--- config.mk ---
export PLATFORM = sky130hd
export DESIGN_NAME = iso14443a_tag_anticollision_top_flat
export DESIGN_NICKNAME = d
export VERILOG_FILES = /design/src/sv/isoa_pkg.sv /design/src/sv/isoa_if.sv /design/src/sv/isoa_lane.sv /design/src/sv/isoa_merge.sv /design/src/sv/iso14443a_tag_anticollision_top.sv /design/src/flat_wrapper.sv
export VERILOG_INCLUDE_DIRS = /design/src /design/src/sv
export SDC_FILE = /design/constraint.sdc
export NUM_CORES = 1
export LEC_CHECK = 0
export BUFFER_PORTS_ARGS = -buffer_cell sky130_fd_sc_hd__buf_2
export CAP_MARGIN = 40
export CORE_MARGIN = 2
export CORE_UTILIZATION = 53
export DETAILED_ROUTE_END_ITERATION = 12
export PLACE_DENSITY = 0.77
export SLEW_MARGIN = 20
export SYNTH_ARGS = -nofsm -noshare
export SYNTH_HDL_FRONTEND = slang
export SYNTH_SLANG_ARGS = --single-unit
--- constraint.sdc ---
create_clock -name clk -period 4.7 [get_ports clk]
set_input_delay 0.47 -clock clk [delete_from_list [all_inputs] [get_ports clk]]
set_output_delay 0.47 -clock clk [all_outputs]
set_load 0.005 [all_outputs]
--- src/sv/iso14443a_tag_anticollision_top_defines.svh ---
// ----------------------------------------------------------------------------
// Assertion macros for the ISO14443-A tag anticollision block
// Clocked concurrent assertions with and without a reset qualifier.
// ----------------------------------------------------------------------------
`ifndef ISO14443A_TAG_ANTICOLLISION_TOP_DEFINES_SVH
`define ISO14443A_TAG_ANTICOLLISION_TOP_DEFINES_SVH

`ifndef ASSERT_OFF
`define ISOA_ASSERT(lbl, clk, rstn, prop, msg) \
	lbl: assert property (@(posedge clk) disable iff (!rstn) prop) else $error(msg);
`define ISOA_ASSERT_NR(lbl, clk, prop, msg) \
	lbl: assert property (@(posedge clk) prop) else $error(msg);
`else
`define ISOA_ASSERT(lbl, clk, rstn, prop, msg)
`define ISOA_ASSERT_NR(lbl, clk, prop, msg)
`endif

`endif

--- src/sv/isoa_pkg.sv ---
// ----------------------------------------------------------------------------
// ISO14443-A tag anticollision package
// Protocol codes, shared types and the cascade level record builder.
// ----------------------------------------------------------------------------
package isoa_pkg;

	localparam logic [1:0] ST_IDLE     = 2'd0;
	localparam logic [1:0] ST_WOKEN    = 2'd1;
	localparam logic [1:0] ST_SELECTED = 2'd2;

	localparam logic [1:0] CFG_ATQA    = 2'd0;
	localparam logic [1:0] CFG_SAK     = 2'd1;
	localparam logic [1:0] CFG_UID_LOW = 2'd2;
	localparam logic [1:0] CFG_UID_HI  = 2'd3;

	localparam logic [7:0] CMD_REQ_IDLE   = 8'h26;
	localparam logic [7:0] CMD_REQ_WAKE   = 8'h52;
	localparam logic [7:0] CMD_SEL_CL1    = 8'h93;
	localparam logic [7:0] NVB_FULL       = 8'h70;
	localparam logic [7:0] CASCADE_TAG    = 8'h88;
	localparam logic [7:0] SAK_INCOMPLETE = 8'h04;
	localparam logic [1:0] TOP_LEVEL_MAX  = 2'd2;

	localparam int REC_BYTES   = 7;
	localparam int REPLY_BYTES = 5;

	typedef struct packed {
		logic [1:0] pstate;
		logic [1:0] level;
	} ctl_t;

	typedef struct packed {
		logic [2:0]                   len;
		logic [REPLY_BYTES-1:0][7:0] data;
	} reply_t;

	function automatic logic [REC_BYTES-1:0][7:0] level_record(
		input logic [1:0]  level,
		input logic [1:0]  top,
		input logic [79:0] uid
	);
		logic [REC_BYTES-1:0][7:0] rec;
		logic [3:0]                idx;
		logic [79:0]               sh;
		rec    = '0;
		rec[0] = CMD_SEL_CL1 + {5'd0, level, 1'b0};
		rec[1] = NVB_FULL;
		idx    = {1'b0, level, 1'b0} + {2'd0, level};
		sh     = uid >> {idx, 3'b000};
		if (level < top) begin
			rec[2] = CASCADE_TAG;
			rec[3] = sh[7:0];
			rec[4] = sh[15:8];
			rec[5] = sh[23:16];
		end else begin
			rec[2] = sh[7:0];
			rec[3] = sh[15:8];
			rec[4] = sh[23:16];
			rec[5] = sh[31:24];
		end
		rec[6] = rec[2] ^ rec[3] ^ rec[4] ^ rec[5];
		return rec;
	endfunction

endpackage

--- src/sv/isoa_if.sv ---
// ----------------------------------------------------------------------------
// ISO14443-A tag anticollision channel interfaces
// Received frame channel and reply channel, each with valid and ready.
// ----------------------------------------------------------------------------
interface isoa_frame_if;
	logic       valid;
	logic       ready;
	logic [7:0] frame_length;
	logic [7:0] frame_byte0;
	logic [7:0] frame_byte1;
	logic [7:0] frame_byte2;
	logic [7:0] frame_byte3;
	logic [7:0] frame_byte4;
	logic [7:0] frame_byte5;
	logic [7:0] frame_byte6;

	modport source (output valid, frame_length, frame_byte0, frame_byte1, frame_byte2,
		frame_byte3, frame_byte4, frame_byte5, frame_byte6, input ready);
	modport sink (input valid, frame_length, frame_byte0, frame_byte1, frame_byte2,
		frame_byte3, frame_byte4, frame_byte5, frame_byte6, output ready);
endinterface

interface isoa_reply_if;
	logic       valid;
	logic       ready;
	logic [2:0] reply_length;
	logic [7:0] reply_byte0;
	logic [7:0] reply_byte1;
	logic [7:0] reply_byte2;
	logic [7:0] reply_byte3;
	logic [7:0] reply_byte4;

	modport source (output valid, reply_length, reply_byte0, reply_byte1, reply_byte2,
		reply_byte3, reply_byte4, input ready);
	modport sink (input valid, reply_length, reply_byte0, reply_byte1, reply_byte2,
		reply_byte3, reply_byte4, output ready);
endinterface

--- src/sv/isoa_lane.sv ---
// ----------------------------------------------------------------------------
// ISO14443-A byte compare lane
// Compares one received byte with one record byte, in full and under the
// partial-byte mask of the anticollision bit count.
// ----------------------------------------------------------------------------
module isoa_lane (
	input  logic [7:0] frame_b,
	input  logic [7:0] rec_b,
	input  logic [7:0] mask,
	output logic       eq,
	output logic       part
);

	logic [7:0] diff;

	assign diff = frame_b ^ rec_b;
	assign eq   = (diff == 8'h00);
	assign part = ((diff & mask) == 8'h00);

endmodule

--- src/sv/isoa_merge.sv ---
// ----------------------------------------------------------------------------
// ISO14443-A lane merge and protocol decision
// Combines the lane results with the protocol state to form the reply and
// the next state.
// ----------------------------------------------------------------------------
module isoa_merge import isoa_pkg::*; (
	input  ctl_t                       ctl,
	input  logic [1:0]                 top_lvl,
	input  logic [7:0]                 frame_length,
	input  logic [7:0]                 cmd,
	input  logic [7:0]                 nvb,
	input  logic [REC_BYTES-1:0]       eq,
	input  logic [REC_BYTES-1:0]       part,
	input  logic [REPLY_BYTES-1:0][7:0] rec_tail,
	input  logic [15:0]                atqa,
	input  logic [7:0]                 sak,
	output reply_t                     reply,
	output ctl_t                       ctl_nxt
);

	logic [3:0]                 n_bytes;
	logic [3:0]                 n_bits;
	logic [4:0]                 cnt;
	logic                       nvb_ok;
	logic                       prefix_ok;
	logic                       part_ok;
	logic                       ac_ok;
	logic                       full_ok;
	logic [7:0]                 part_pad;
	logic [2:0]                 sh_amt;
	logic [REPLY_BYTES*8-1:0]   tail_sh;

	assign n_bytes  = nvb[7:4];
	assign n_bits   = nvb[3:0];
	assign cnt      = {1'b0, n_bytes} + {4'd0, (n_bits != 4'd0)};
	assign nvb_ok   = (n_bits <= 4'd7) && (n_bytes >= 4'd2) && (n_bytes <= 4'd6);
	assign part_pad = {1'b0, part};
	assign part_ok  = (n_bits == 4'd0) || part_pad[n_bytes[2:0]];
	assign sh_amt   = n_bytes[2:0] - 3'd2;
	assign tail_sh  = rec_tail >> {sh_amt, 3'b000};
	assign full_ok  = (frame_length == 8'd7) && (&eq);

	always_comb begin
		prefix_ok = 1'b1;
		for (int k = 2; k < REC_BYTES; k++) begin
			if ((4'(k) < n_bytes) && !eq[k]) begin
				prefix_ok = 1'b0;
			end
		end
	end

	assign ac_ok = eq[0] && nvb_ok && ({3'd0, cnt} == frame_length) && prefix_ok && part_ok;

	always_comb begin
		reply   = '0;
		ctl_nxt = '{pstate: ST_IDLE, level: ctl.level};
		priority if (ctl.pstate == ST_IDLE) begin
			if ((frame_length == 8'd1) && ((cmd == CMD_REQ_IDLE) || (cmd == CMD_REQ_WAKE))) begin
				reply.len     = 3'd2;
				reply.data[0] = atqa[7:0];
				reply.data[1] = atqa[15:8];
				ctl_nxt       = '{pstate: ST_WOKEN, level: 2'd0};
			end
		end else if ((ctl.pstate == ST_WOKEN) && (ctl.level <= top_lvl)) begin
			if (full_ok) begin
				reply.len = 3'd1;
				if (ctl.level == top_lvl) begin
					reply.data[0] = sak;
					ctl_nxt       = '{pstate: ST_SELECTED, level: ctl.level};
				end else begin
					reply.data[0] = sak | SAK_INCOMPLETE;
					ctl_nxt       = '{pstate: ST_WOKEN, level: ctl.level + 2'd1};
				end
			end else if (ac_ok) begin
				reply.len  = 3'd7 - n_bytes[2:0];
				reply.data = tail_sh;
				ctl_nxt    = '{pstate: ST_WOKEN, level: ctl.level};
			end
		end else begin
			reply = '0;
		end
	end

endmodule

--- src/sv/iso14443a_tag_anticollision_top.sv ---
// ----------------------------------------------------------------------------
// ISO14443-A tag anticollision and select, top level
// Answers REQA/WUPA, anticollision and select frames per cascade level.
//
//   channel  direction  carries
//   rx       in         one received frame: length and seven bytes
//   tx       out        one reply: length and five bytes
//   cfg_*    in         register writes: ATQA, SAK, UID bytes
//
// Seven compare lanes and the merge stage work in the cycle of acceptance,
// and the reply lands in the output register, or in the skid entry if busy.
// A new item is accepted in every cycle; a two-entry output buffer lets one
// more item in while a reply waits on tx, after which rx.ready drops.
// Reset clears the protocol state, cascade level, config and valid flags.
// ----------------------------------------------------------------------------
`include "iso14443a_tag_anticollision_top_defines.svh"

module iso14443a_tag_anticollision_top import isoa_pkg::*; (
	input  logic          clk,
	input  logic          arst_n,
	isoa_frame_if.sink    rx,
	isoa_reply_if.source  tx,
	input  logic          cfg_we,
	input  logic [1:0]    cfg_index,
	input  logic [63:0]   cfg_data
);

	logic [15:0]                  atqa_q;
	logic [7:0]                   sak_q;
	logic [63:0]                  uid_low_q;
	logic [15:0]                  uid_high_q;
	ctl_t                         ctl_q;
	ctl_t                         ctl_nxt;
	logic [1:0]                   top_lvl;
	logic [REC_BYTES-1:0][7:0]    rec;
	logic [REC_BYTES-1:0][7:0]    fb;
	logic [7:0]                   mask;
	logic [REC_BYTES-1:0]         eq;
	logic [REC_BYTES-1:0]         part;
	reply_t                       reply;
	reply_t                       out_q;
	reply_t                       skid_q;
	logic                         out_v_q;
	logic                         skid_v_q;
	logic                         in_fire;
	logic                         out_fire;

	assign fb[0] = rx.frame_byte0;
	assign fb[1] = rx.frame_byte1;
	assign fb[2] = rx.frame_byte2;
	assign fb[3] = rx.frame_byte3;
	assign fb[4] = rx.frame_byte4;
	assign fb[5] = rx.frame_byte5;
	assign fb[6] = rx.frame_byte6;

	assign top_lvl = (atqa_q[7:6] > TOP_LEVEL_MAX) ? TOP_LEVEL_MAX : atqa_q[7:6];
	assign rec     = level_record(ctl_q.level, top_lvl, {uid_high_q, uid_low_q});
	assign mask    = ~(8'hFF << fb[1][2:0]);

	for (genvar j = 0; j < REC_BYTES; j++) begin : g_lane
		isoa_lane u_lane (
			.frame_b (fb[j]),
			.rec_b   (rec[j]),
			.mask    (mask),
			.eq      (eq[j]),
			.part    (part[j])
		);
	end

	isoa_merge u_merge (
		.ctl          (ctl_q),
		.top_lvl      (top_lvl),
		.frame_length (rx.frame_length),
		.cmd          (fb[0]),
		.nvb          (fb[1]),
		.eq           (eq),
		.part         (part),
		.rec_tail     (rec[REC_BYTES-1:2]),
		.atqa         (atqa_q),
		.sak          (sak_q),
		.reply        (reply),
		.ctl_nxt      (ctl_nxt)
	);

	assign rx.ready = !skid_v_q;
	assign in_fire  = rx.valid && !skid_v_q;
	assign out_fire = out_v_q && tx.ready;

	always_ff @(posedge clk or negedge arst_n) begin
		if (!arst_n) begin
			atqa_q     <= '0;
			sak_q      <= '0;
			uid_low_q  <= '0;
			uid_high_q <= '0;
		end else if (cfg_we) begin
			unique case (cfg_index)
				CFG_ATQA:    atqa_q     <= cfg_data[15:0];
				CFG_SAK:     sak_q      <= cfg_data[7:0];
				CFG_UID_LOW: uid_low_q  <= cfg_data;
				CFG_UID_HI:  uid_high_q <= cfg_data[15:0];
			endcase
		end
	end

	always_ff @(posedge clk or negedge arst_n) begin
		if (!arst_n) begin
			ctl_q <= '{pstate: ST_IDLE, level: 2'd0};
		end else if (in_fire) begin
			ctl_q <= ctl_nxt;
		end
	end

	always_ff @(posedge clk or negedge arst_n) begin
		if (!arst_n) begin
			out_v_q  <= 1'b0;
			skid_v_q <= 1'b0;
		end else if (out_fire || !out_v_q) begin
			out_v_q  <= skid_v_q || in_fire;
			skid_v_q <= 1'b0;
		end else if (in_fire) begin
			skid_v_q <= 1'b1;
		end
	end

	always_ff @(posedge clk) begin
		if (out_fire || !out_v_q) begin
			out_q <= skid_v_q ? skid_q : reply;
		end else if (in_fire) begin
			skid_q <= reply;
		end
	end

	assign tx.valid        = out_v_q;
	assign tx.reply_length = out_q.len;
	assign tx.reply_byte0  = out_q.data[0];
	assign tx.reply_byte1  = out_q.data[1];
	assign tx.reply_byte2  = out_q.data[2];
	assign tx.reply_byte3  = out_q.data[3];
	assign tx.reply_byte4  = out_q.data[4];

	`ISOA_ASSERT(a_skid_behind_out, clk, arst_n, skid_v_q |-> out_v_q, "skid item alone")
	`ISOA_ASSERT(a_level_bound, clk, arst_n,
		ctl_q.pstate == ST_WOKEN |-> ctl_q.level <= TOP_LEVEL_MAX, "level beyond top")
	`ISOA_ASSERT(a_active_by_select, clk, arst_n,
		in_fire && ctl_nxt.pstate == ST_SELECTED |-> reply.len == 3'd1, "selected, no SAK")
	`ISOA_ASSERT(a_active_leaves, clk, arst_n,
		in_fire && ctl_q.pstate == ST_SELECTED |=> ctl_q.pstate == ST_IDLE, "selected state kept")

endmodule

--- src/flat_wrapper.sv ---
// flat-port wrapper written by rule: the top's interface ports become plain ports
module iso14443a_tag_anticollision_top_flat import isoa_pkg::*;
  (clk, arst_n, cfg_we, cfg_index, cfg_data, rx_valid, rx_frame_length, rx_frame_byte0, rx_frame_byte1, rx_frame_byte2, rx_frame_byte3, rx_frame_byte4, rx_frame_byte5, rx_frame_byte6, rx_ready, tx_valid, tx_reply_length, tx_reply_byte0, tx_reply_byte1, tx_reply_byte2, tx_reply_byte3, tx_reply_byte4, tx_ready);
  isoa_frame_if rx_i ();
  isoa_reply_if tx_i ();
  input  logic clk;
  input  logic arst_n;
  input  logic cfg_we;
  input  logic [1:0] cfg_index;
  input  logic [63:0] cfg_data;
  input wire logic [$bits(rx_i.valid)-1:0] rx_valid;
  input wire logic [$bits(rx_i.frame_length)-1:0] rx_frame_length;
  input wire logic [$bits(rx_i.frame_byte0)-1:0] rx_frame_byte0;
  input wire logic [$bits(rx_i.frame_byte1)-1:0] rx_frame_byte1;
  input wire logic [$bits(rx_i.frame_byte2)-1:0] rx_frame_byte2;
  input wire logic [$bits(rx_i.frame_byte3)-1:0] rx_frame_byte3;
  input wire logic [$bits(rx_i.frame_byte4)-1:0] rx_frame_byte4;
  input wire logic [$bits(rx_i.frame_byte5)-1:0] rx_frame_byte5;
  input wire logic [$bits(rx_i.frame_byte6)-1:0] rx_frame_byte6;
  output wire logic [$bits(rx_i.ready)-1:0] rx_ready;
  output wire logic [$bits(tx_i.valid)-1:0] tx_valid;
  output wire logic [$bits(tx_i.reply_length)-1:0] tx_reply_length;
  output wire logic [$bits(tx_i.reply_byte0)-1:0] tx_reply_byte0;
  output wire logic [$bits(tx_i.reply_byte1)-1:0] tx_reply_byte1;
  output wire logic [$bits(tx_i.reply_byte2)-1:0] tx_reply_byte2;
  output wire logic [$bits(tx_i.reply_byte3)-1:0] tx_reply_byte3;
  output wire logic [$bits(tx_i.reply_byte4)-1:0] tx_reply_byte4;
  input wire logic [$bits(tx_i.ready)-1:0] tx_ready;
  assign rx_i.valid = rx_valid;
  assign rx_i.frame_length = rx_frame_length;
  assign rx_i.frame_byte0 = rx_frame_byte0;
  assign rx_i.frame_byte1 = rx_frame_byte1;
  assign rx_i.frame_byte2 = rx_frame_byte2;
  assign rx_i.frame_byte3 = rx_frame_byte3;
  assign rx_i.frame_byte4 = rx_frame_byte4;
  assign rx_i.frame_byte5 = rx_frame_byte5;
  assign rx_i.frame_byte6 = rx_frame_byte6;
  assign rx_ready = rx_i.ready;
  assign tx_valid = tx_i.valid;
  assign tx_reply_length = tx_i.reply_length;
  assign tx_reply_byte0 = tx_i.reply_byte0;
  assign tx_reply_byte1 = tx_i.reply_byte1;
  assign tx_reply_byte2 = tx_i.reply_byte2;
  assign tx_reply_byte3 = tx_i.reply_byte3;
  assign tx_reply_byte4 = tx_i.reply_byte4;
  assign tx_i.ready = tx_ready;
  iso14443a_tag_anticollision_top u_core (.clk(clk), .arst_n(arst_n), .rx(rx_i), .tx(tx_i), .cfg_we(cfg_we), .cfg_index(cfg_index), .cfg_data(cfg_data));
endmodule
; After elaboration in Yosys (flattened, before gate mapping)
; Index checks and enable logic that the tools add are counted.
[word_totals]
ram_bits = 0
latchBits = 0
output_inout_bits = 45
n_memories = 0
word_cells = 156
mem_bits_ro = 0
input_bits = 135
reg_bits = 196
[classes]
eq_ne = 12
n_addsub = 6
div = 0
n_bitwise = 19
reduce_logical = 55
mul = 0
mux = 29
shift = 3
magnitude_cmp = 12
[ops]
columns = operator, n
row1 = $mux 43, 3
row2 = $logic_not 8->1, 14
row3 = $shr 80x7->32, 1
row4 = $xor 8x8->8, 9
row5 = $mux 32, 2
row6 = $and 8x8->8, 7
row7 = $shr 40x6->40, 1
row8 = $mux 16, 2
row9 = $mux 24, 1
row10 = $logic_and 1x1->1, 16
row11 = $mux 4, 4
row12 = $mux 3, 5
row13 = $lt 3x4->1 const A, 3
row14 = $reduce_and 2->1, 5
row15 = $add 8x3->8 const A, 1
row16 = $eq 5x8->1, 1
row17 = $eq 8x1->1 const B, 1
row18 = $eq 8x3->1 const B, 1
row19 = $eq 8x6->1 const B, 1
row20 = $eq 8x7->1 const B, 1
row21 = $le 4x3->1 const B, 2
row22 = $lt 2x4->1 const A, 2
row23 = $mux 1, 8
row24 = $mux 8, 1
row25 = other kinds (29), 44

; Longest topological paths before layout
; Gate-level depths: netlist (run 1).
[depth]
ltp_word = 20
depth_mapped = 22
ltp_nobuf = 14

; By module
; Synthesis (run 1) repeated with hierarchy kept, for this count alone.
[hier_totals]
hier_cells = 1140
hier_area_um2 = 13046.3
[by_module_without_submodules]
columns = mod, area_each_um2, instances, seq_area_each_um2, cells_each
row1 = iso14443a_tag_anticollision_top, 10209.8, 1, 5335.1, 713
row2 = isoa_merge, 1732.9, 1, 0.0, 252
row3 = isoa_lane, 157.7, 7, 0.0, 25

; Least setup slack after synthesis (run 1)
; Ideal clock, no wire load.
[synth_timing]
path_type = register to register
start = register u_core.ctl_q[0] (netlist bit)
end = register u_core.out_q, in the netlist u_core.tx.reply_byte3[6] (data pin)
stages_incl_launch_ff = 22
n_path_buf = 9
path_slack_ns = -0.306
required_ns = 4.535
t_arrival_ns = 4.840
synth_period_minus_slack_ns = 5.006
setup_time_ns = 0.165
cell_sequence = dfrtp_1 -> buf_6 -> buf_2 -> inv_1 -> ha_1 -> buf_2 -> buf_4 -> buf_4 -> buf_4 -> buf_2 -> mux4_2 -> o211ai_1 -> o31ai_1 -> xor2_1 -> nor4_2 -> or4b_4 -> a2111oi_4 -> o22a_4 -> nand3_2 -> buf_6 -> buf_6 -> o31ai_2
[synth_via]
elab_chain_len = 19
word_cells_on_any_way = 64
cone_classes = add/sub: 2 / order compare: 2 / shift: 2 / mux: 13 / bitwise: 15 / reduce/logical: 30
[synth_rtl]
columns = element, line
row1 = from (decl), iso14443a_tag_anticollision_top.sv:32  ; ctl_t ctl_q;
row2 = from (signal assigned), iso14443a_tag_anticollision_top.sv:107  ; ctl_q <= '{pstate: ST_IDLE, level: 2'd0};
row3 = from (signal assigned), iso14443a_tag_anticollision_top.sv:109  ; ctl_q <= ctl_nxt;
row4 = branches (longest 16 deep; another with $add 3x2->4), n/a
row5 = $mux 43 *, isoa_merge.sv:64  ; end else if ((ctl.pstate == ST_WOKEN) && (ctl.level <= top_lvl)) begin
row6 = $mux 24 *, isoa_merge.sv:57  ; priority if (ctl.pstate == ST_IDLE) begin
row7 = $mux 43 *, iso14443a_tag_anticollision_top.sv:127  ; out_q <= skid_v_q ? skid_q : reply;
row8 = to (signal assigned), iso14443a_tag_anticollision_top.sv:127
row9 = to (decl), iso14443a_tag_anticollision_top.sv:41  ; reply_t out_q;
; Mark *: on every way between the ends. The select of a mux whose other input is x is not followed.
; A chain may end at the register's enable or synchronous reset.

; Worst setup path in the final report (run 1)
[layout_timing]
start = register u_core.ctl_q[0] (netlist bit)
end = register u_core.out_q, in the netlist u_core.tx.reply_byte0[2] (data pin)
[layout_via]
elab_chain_len = 19
word_cells_on_any_way = 66
cone_classes = add/sub: 2 / order compare: 2 / eq/ne: 1 / shift: 2 / mux: 14 / bitwise: 15 / reduce/logical: 30
[layout_rtl]
columns = element, line
row1 = branches (longest 16 deep; another with $add 3x2->4), n/a
row2 = $mux 43 *, isoa_merge.sv:64
row3 = $mux 16 *, isoa_merge.sv:57
row4 = $mux 43 *, iso14443a_tag_anticollision_top.sv:127
; Marks and branches as above.

==> results.json, run 1 <==
{
  "r2r_depth": 15,
  "synth_nets": 1450,
  "design.core.area_sq_mm": 0.02504,
  "crit_top_cell": "sky130_fd_sc_hd__or4_4",
  "critPathMaxFanout": 8,
  "clock.fmax_mhz": 214.1,
  "clkLatencyLatePin_ps": 430,
  "timing.rr.start": "u_core.ctl_q[0]",
  "m1_wl_um": 20130,
  "ioPinCount": 180,
  "power_frac_clock_pct": 28.5,
  "slew_viol_final": 0,
  "status": "complete, no violations",
  "final.period_utilization_pct": 99.38,
  "critPathArrivalTime_ps": 4840,
  "finClkSkew_ps": 17.74,
  "worstHoldPathType": "in -> async",
  "postSynth.topFlopCell": "sky130_fd_sc_hd__dfrtp_1",
  "post_synth_num_cell_types": 85,
  "grt_first_pass_wirelength_um": 72270,
  "combinationalPowerShare_pct": 28.8,
  "power_report.internal_total_mw": 3.441,
  "antenna-diode-count": 0,
  "holdWs_ps": 86.74,
  "syn-mean-instance-area_sq_um": 10.30,
  "power.net_switching_mw": 1.818,
  "die_area_sq_mm": 0.02669,
  "route.met3.wl_um": 3683,
  "route.final.wire_length_um": 49440,
  "die-height_um": 163.4,
  "cts_made_buffers": 17,
  "tightestPinTransition_ps": 824.3,
  "post-route-util_pct": 66.88,
  "data_required_time_at_the_worst_endpoint_ps": 4870,
  "timing.critical_path.to_type": "flop",
  "switching_share_pct": 34.56,
  "top_routing_layer_in_use": "met4",
  "relSlewSlack_pct": 44.92,
  "drt-initial-drc-count": 1485,
  "power_density_mw_per_mm2": 314.0,
  "setup.reg_to_reg.worst_slack_ps": 30,
  "cts_tree": "built",
  "route.antenna.remaining_nets": 0,
  "die_w_um": 163.4,
  "drv.max_cap_violation_count": 0,
  "cp_cell_sequence": "inv_4 > ha_4 > buf_12 > buf_8 > mux2i_2 > mux4_2 > nor2_2 > xnor2_1 > xnor3_2 > xnor2_2 > or4_4 > or4_4 > or4_4 > o2111ai_4 > a2bb2oi_1",
  "all_layer_gr_usage_pct": 36.60,
  "setup_violations_final": 0,
  "ys_async_sr_fraction_pct": 56.12,
  "grt_pass1_vias": 11784,
  "antenna_found_initial": 0,
  "dp.final_hpwl_um": 38740,
  "cp-start-kind": "flop",
  "cts_sinks": 196,
  "crit_type": "reg -> reg",
  "grt_max_degree": 65,
  "place.gp.congestion": 1.028,
  "finalNetCount": 1726,
  "clockBufferDepth": 2,
  "flow.area_growth_from_synthesis_pct": 24.39,
  "p_seq_share_pct": 42.7,
  "postSynthRegisterBits": 196,
  "synth.yosys.seq_area_share_pct": 39.63,
  "worst_path_max_delay_cell": "sky130_fd_sc_hd__or4_4",
  "initial_core_util_pct": 53.77,
  "timing.critical_path.slowest_cell_delay_ps": 600,
  "path_clk_slew_ps": 80,
  "ir_worst_vdd_v": 0.0002863,
  "routed_via_density": 6.467,
  "route.met2.wl_um": 22820,
  "cts_hold_buf": 0,
  "clockRootBuffer": "sky130_fd_sc_hd__clkbuf_16",
  "placement.cell_area_sq_mm": 0.01565,
  "layout.cell_area.non_filler_sq_mm": 0.01674,
  "row_count": 58,
  "dp_worst_setup_slack_ps": -93.53,
  "rsz0062_at_grt": "true",
  "share_of_final_layout_standard_cells_stronger_than_drive_strength_1_pct": 39.41,
  "synth_cells": 1307,
  "detail_route.wl_per_cell_um": 25.67,
  "grt_overflow_total": 0,
  "buffer_ports.inserted": 179,
  "synth_warnings": 0,
  "post_synth_instance_area_sq_mm": 0.01346,
  "routed_vias": 12455,
  "htreeDepth": 4,
  "leakage_nw": 7.258,
  "final_period_minus_worst_setup_slack_ps": 4671,
  "synth_enable_flop_cells": 86,
  "report.final.hold_viol_count": 0,
  "first_pass_iters": 6,
  "remaining_drc_errors": 0,
  "final_critical_path_setup_slack_ps": 29.27,
  "reg2reg_to": "u_core.tx.reply_byte0[2]"
}
==> metal layers <==
| metal | track usage, % | vias to the layer above |
|---|---|---|
| met1 | 49.62 | 6090 |
| met2 | 58.06 | 722 |
| met5 | 0 | - |
| li1 | - | 5511 |
| met3 | 4.190 | 132 |
| met4 | 19.11 | 0 |
==> flip-flops by register name, summed over array words and instances, names as in the netlist, 16 cells and up <==
signal and cells:
u_core.atqa_q 16, u_core.skid_q 43, u_core.uid_high_q 16, u_core.uid_low_q 64
==> critical path: cells and delay by family, from the launching register on <==
| family | cells | cell delay [ps] |
|---|---|---|
| AO/OA/AOI/OAI | 2 | 190 |
| adder cells (fa/ha/maj) | 1 | 230 |
| AND/OR/NAND/NOR | 4 | 1640 |
| flip-flops | 1 | 520 |
| multiplexers | 2 | 680 |
| XOR/XNOR | 3 | 770 |
| buffers and inverters | 3 | 380 |
==> layout by cell type (no fill, tap or decap), types with 10 or more instances in the layout <==
master	netlist	final
sky130_fd_sc_hd__buf_2	11	179
sky130_fd_sc_hd__buf_4	7	145
sky130_fd_sc_hd__mux2_2	135	135
sky130_fd_sc_hd__nand2_1	118	117
sky130_fd_sc_hd__dfrtp_1	110	109
sky130_fd_sc_hd__nor2_1	109	106
sky130_fd_sc_hd__edfxtp_1	86	86
sky130_fd_sc_hd__mux2i_1	69	68
sky130_fd_sc_hd__a21oi_1	66	64
sky130_fd_sc_hd__o21ai_0	56	47
sky130_fd_sc_hd__nand3_1	30	29
sky130_fd_sc_hd__mux4_2	25	25
sky130_fd_sc_hd__o22ai_1	30	24
sky130_fd_sc_hd__xnor2_1	25	24
sky130_fd_sc_hd__o31ai_1	25	23
sky130_fd_sc_hd__inv_1	22	21
sky130_fd_sc_hd__xor2_1	23	20
sky130_fd_sc_hd__clkbuf_16	0	19
sky130_fd_sc_hd__o211ai_1	17	17
sky130_fd_sc_hd__o31ai_2	13	15
sky130_fd_sc_hd__a31oi_1	14	14
sky130_fd_sc_hd__or2_2	12	12
sky130_fd_sc_hd__a211oi_1	14	11
sky130_fd_sc_hd__nor4_1	11	11
sky130_fd_sc_hd__buf_12	0	11
sky130_fd_sc_hd__or3_1	10	10
sky130_fd_sc_hd__o21ai_1	4	10
sky130_fd_sc_hd__and2_1	11	10
==> cell families (layout without fill, tap and decap cells) <==
| family | after synthesis | in the layout | synth area share, % |
|---|---|---|---|
| and+or+nand+nor | 380 | 380 | 13.78 |
| AOI/OAI and AO/OA | 325 | 325 | 16.99 |
| muxes | 229 | 229 | 20.61 |
| DFF | 196 | 196 | 39.63 |
| buffers and inverters | 114 | 403 | 3.922 |
| xor gates and xnor gates | 55 | 55 | 4.322 |
| adders and majority gates | 8 | 8 | 0.7436 |
==> what timing repair did <==
item / 4_1_cts / 5_1_grt
setup buffers: 1 / 13
endpoints found under the hold margin: 0 / 0
cloned: 0 / 3
pin swaps: 1 / 13
endpoints found under the setup margin: 36 / 88
resized for setup: 11 / 63
==> how the worst max path moves through the flow <==
stage	startpoint	endpoint	slack (ps)	cells after the start
floorplan	u_core.ctl_q[0]	u_core.tx.reply_byte3[6]	20	21
global placement	u_core.ctl_q[0]	u_core.tx.reply_byte2[7]	-80	17
detailed placement	u_core.ctl_q[0]	u_core.tx.reply_byte2[0]	-90	17
CTS	u_core.ctl_q[0]	u_core.tx.reply_byte2[5]	-0.004	17
global route	u_core.ctl_q[0]	u_core.tx.reply_byte0[2]	-50	16
finish	u_core.ctl_q[0]	u_core.tx.reply_byte0[2]	30	15
==> through the flow <==
step / setup TNS, ps / total power, mW / cells
3_5_place_dp: -943.8 / 3.697 / 1876
6_report: 0 / 5.259 / 1926
2_1_floorplan: 0 / 2.990 / 1307
5_1_grt: -209.9 / 5.424 / 1926
4_1_cts: -0.003553 / 5.190 / 1909
3_3_place_gp: -561.6 / 3.670 / 1874
==> power by group through the flow <==
stage | Sequential [mW] | Combinational [mW] | Clock [mW]
2_1_floorplan | 2.17 | 0.821 | 0
3_3_place_gp | 2.26 | 1.41 | 0
3_5_place_dp | 2.27 | 1.43 | 0
4_1_cts | 2.23 | 1.44 | 1.51
5_1_grt | 2.26 | 1.60 | 1.57
6_report | 2.25 | 1.51 | 1.50
==> cell usage after synthesis (12+ instances only) <==
library cell               instances  area (sq um)
sky130_fd_sc_hd__mux2_2          135          1520
sky130_fd_sc_hd__o211ai_1         17         127.6
sky130_fd_sc_hd__o21ai_0          56         280.3
sky130_fd_sc_hd__nand3_1          30         150.1
sky130_fd_sc_hd__o31ai_2          13         162.7
sky130_fd_sc_hd__xnor2_1          25         219.0
sky130_fd_sc_hd__a31oi_1          14         87.58
sky130_fd_sc_hd__mux2i_1          69         690.7
sky130_fd_sc_hd__o31ai_1          25         187.7
sky130_fd_sc_hd__inv_1            22         82.58
sky130_fd_sc_hd__edfxtp_1         86          2582
sky130_fd_sc_hd__clkbuf_1         58         217.7
sky130_fd_sc_hd__o22ai_1          30         187.7
sky130_fd_sc_hd__dfrtp_1         110          2753
sky130_fd_sc_hd__or2_2            12         75.07
sky130_fd_sc_hd__xor2_1           23         201.4
sky130_fd_sc_hd__a211oi_1         14         105.1
sky130_fd_sc_hd__mux4_2           25         563.0
sky130_fd_sc_hd__a21oi_1          66         330.3
sky130_fd_sc_hd__nor2_1          109         409.1
sky130_fd_sc_hd__nand2_1         118         442.9
==> cell type report <==
cell class,count,area (sq um)
timing repair buffer,347,2404
clock inverter,15,183.9
multi-input combinational,997,7886
inverter,24,93.84
sequential,196,5339
tap,330,412.9
fill,1951,8292
clock buffer,17,425.4
(Power assumes the default switching activity.)
==> run 2: changes to the inputs <==
CORE_UTILIZATION = 59   (was 53)
PLACE_DENSITY = 0.81   (was 0.77)
clock period = 4.9 ns   (was 4.7 ns; I/O delays follow)
==> run 2 against run 1 <==
  * First-iteration DRC count decreased by 10%
  * Critical path depth did not move
  * Sequential share of layout area increased by 1.5 points
  * Global-route usage increased by 2.0 points
  * Routed wire length fell by 5.3%
  * Design area shrank 4.6%
  * Sequential power decreased by 4%
  * Highest routed layer unchanged
==> results.json, run 2 (synthesis results as in run 1) <==
{
  "clockRootBuffer": "sky130_fd_sc_hd__clkbuf_16",
  "drt-initial-drc-count": 1337,
  "worst_hold_startpoint": "cfg_data[32]",
  "grt_pass1_vias": 11444,
  "crit_type": "reg -> reg",
  "worstHoldPathCells": 2,
  "fillers": 1698,
  "multi_input_logic_area_sq_mm": 0.007740,
  "cts_sinks": 196,
  "ioPinCount": 180,
  "route.antenna.remaining_nets": 0,
  "slew_viol_final": 0,
  "setup-tns-final_ps": 0,
  "startpoint": "u_core.ctl_q[0]",
  "status": "complete, no violations",
  "final.period_utilization_pct": 96.21,
  "timing.rr.start": "u_core.ctl_q[0]",
  "cts_made_buffers": 17,
  "cp-start-kind": "flop",
  "initial_core_util_pct": 59.82,
  "largest_register_ff_count": 64,
  "critPathMaxFanout": 38,
  "ir_worst_vdd_v": 0.0002335,
  "clockBufferDepth": 2,
  "die_area_sq_mm": 0.02404,
  "antenna-diode-count": 0,
  "routed_via_density": 6.680,
  "antenna_found_initial": 0,
  "data_required_time_at_the_worst_endpoint_ps": 5130,
  "reg2reg_to": "u_core.tx.reply_byte3[2]",
  "all_layer_gr_usage_pct": 38.56,
  "grt_max_degree": 68,
  "finClkSkew_ps": 19.94,
  "path_clk_slew_ps": 90,
  "cts_tree": "built",
  "post-route-util_pct": 71.00,
  "report.final.hold_viol_count": 0,
  "grt_overflow_total": 0,
  "finalNetCount": 1650,
  "r2r_depth": 15,
  "timing.critical_path.to_type": "flop",
  "routed_vias": 12057,
  "die_w_um": 155.1,
  "largest_registers": "u_core.uid_low_q: 64 flops, u_core.skid_q: 43 flops",
  "power_density_mw_per_mm2": 312.9,
  "grt_first_pass_wirelength_um": 69460,
  "critPathArrivalTime_ps": 4950,
  "htreeDepth": 4,
  "layout_common_cells": "sky130_fd_sc_hd__buf_2 (178), sky130_fd_sc_hd__mux2_2 (135), sky130_fd_sc_hd__nand2_1 (116)",
  "ff_latch_area_sq_mm": 0.005339,
  "row_count": 55,
  "holdPathEnd": "u_core.uid_low_q[32]",
  "setup_violations_final": 0,
  "max_flop_register": "u_core.uid_low_q",
  "design.core.area_sq_mm": 0.02250,
  "worstHoldPathType": "in -> reg",
  "total_power_mw": 5.000,
  "relSlewSlack_pct": 46.98,
  "drv.max_cap_violation_count": 0,
  "final_period_minus_worst_setup_slack_ps": 4714,
  "flow.area_growth_from_synthesis_pct": 18.69,
  "layout.cells.most_common": "sky130_fd_sc_hd__buf_2",
  "remaining_drc_errors": 0,
  "buffer_ports.inserted": 179,
  "die-height_um": 155.1,
  "clock.fmax_mhz": 212.1,
  "clkLatencyLatePin_ps": 450,
  "tightestPinTransition_ps": 793.4,
  "share_of_final_layout_standard_cells_stronger_than_drive_strength_1_pct": 34.74,
  "leakage_nw": 6.854,
  "route.final.wire_length_um": 46830,
  "place.gp.congestion": 0.9963,
  "detail_route.wl_per_cell_um": 25.94,
  "first_pass_iters": 6,
  "setup.reg_to_reg.worst_slack_ps": 190,
  "dp.final_hpwl_um": 35900
}
==> run 2: changes by cell type in the layout (fill, tap and decap cells not counted), sizes merged <==
cell	before	now
buf	344	268
inv	28	32
clkinv	10	5
dlygate4sd3	0	1
==> run 2: how the worst max path moves through the flow <==
| stage | endpoint | slack (ps) |
|---|---|---|
| after floorplan | u_core.tx.reply_byte3[6] | 6 |
| final | u_core.tx.reply_byte3[2] | 190 |
| after CTS | u_core.ctl_q[0] | 6 |
| after global routing | u_core.skid_q[14] | -5 |
| after detailed placement | u_core.ctl_q[0] | -220 |
| after global placement | u_core.ctl_q[0] | -270 |
==> run 2: cell type report <==
cell class,instances,area share [%]
Clock buffer,18,2.819
Sequential cell,196,33.41
Clock inverter,14,1.190
Timing Repair Buffer,271,11.32
Inverter,24,0.5873
Multi-Input combinational cell,997,48.44
Tap cell,285,2.232
==> run 2: through the flow <==
step	instance area, sq um	hold WS [ps]	cells	setup slack, ps
CTS	15760	143.2	1800	6.167
floorplan	13470	194.4	1307	5.658
finish	15980	263.0	1805	185.7
global route	15980	257.4	1805	-5.123
detailed placement	15110	492.6	1768	-217.6
global placement	15070	484.7	1766	-270.4
==> run 2: timing repair <==
item / in CTS / in global routing
pin swaps: 0 / 1
cloned: 0 / 1
setup endpoints to repair: 6 / 78
resized for setup: 2 / 32
endpoints found under the hold margin: 0 / 7
hold buffers: 0 / 1
buffers inserted: 0 / 1
==> run 2: power by group <==
group,internal (mW),switching (mW)
sequential,1.93,0.238
combinational,0.606,0.720
clock,0.743,0.764
total,3.28,1.72
==> run 2: critical path, cell delays in order, from the launching register on <==
cell and delay [ps]:
sky130_fd_sc_hd__dfrtp_4 460, sky130_fd_sc_hd__inv_1 90, sky130_fd_sc_hd__ha_4 330, sky130_fd_sc_hd__buf_6 170
sky130_fd_sc_hd__mux4_2 330, sky130_fd_sc_hd__o221a_2 280, sky130_fd_sc_hd__a2bb2oi_2 370, sky130_fd_sc_hd__xnor2_1 190
sky130_fd_sc_hd__nand4b_1 270, sky130_fd_sc_hd__nor4_2 260, sky130_fd_sc_hd__or4b_4 530, sky130_fd_sc_hd__a2111oi_4 320
sky130_fd_sc_hd__o22a_4 210, sky130_fd_sc_hd__nand3_2 90, sky130_fd_sc_hd__buf_12 220, sky130_fd_sc_hd__o31ai_1 350
==> run 2: layer usage <==
| metal | track usage (%) | part of all wire (%) |
|---|---|---|
| met5 | 0 | 0 |
| met2 | 59.66 | 45 |
| met3 | 7.187 | 9.4 |
| met4 | 19.36 | 5.4 |
| met1 | 52.41 | 40 |
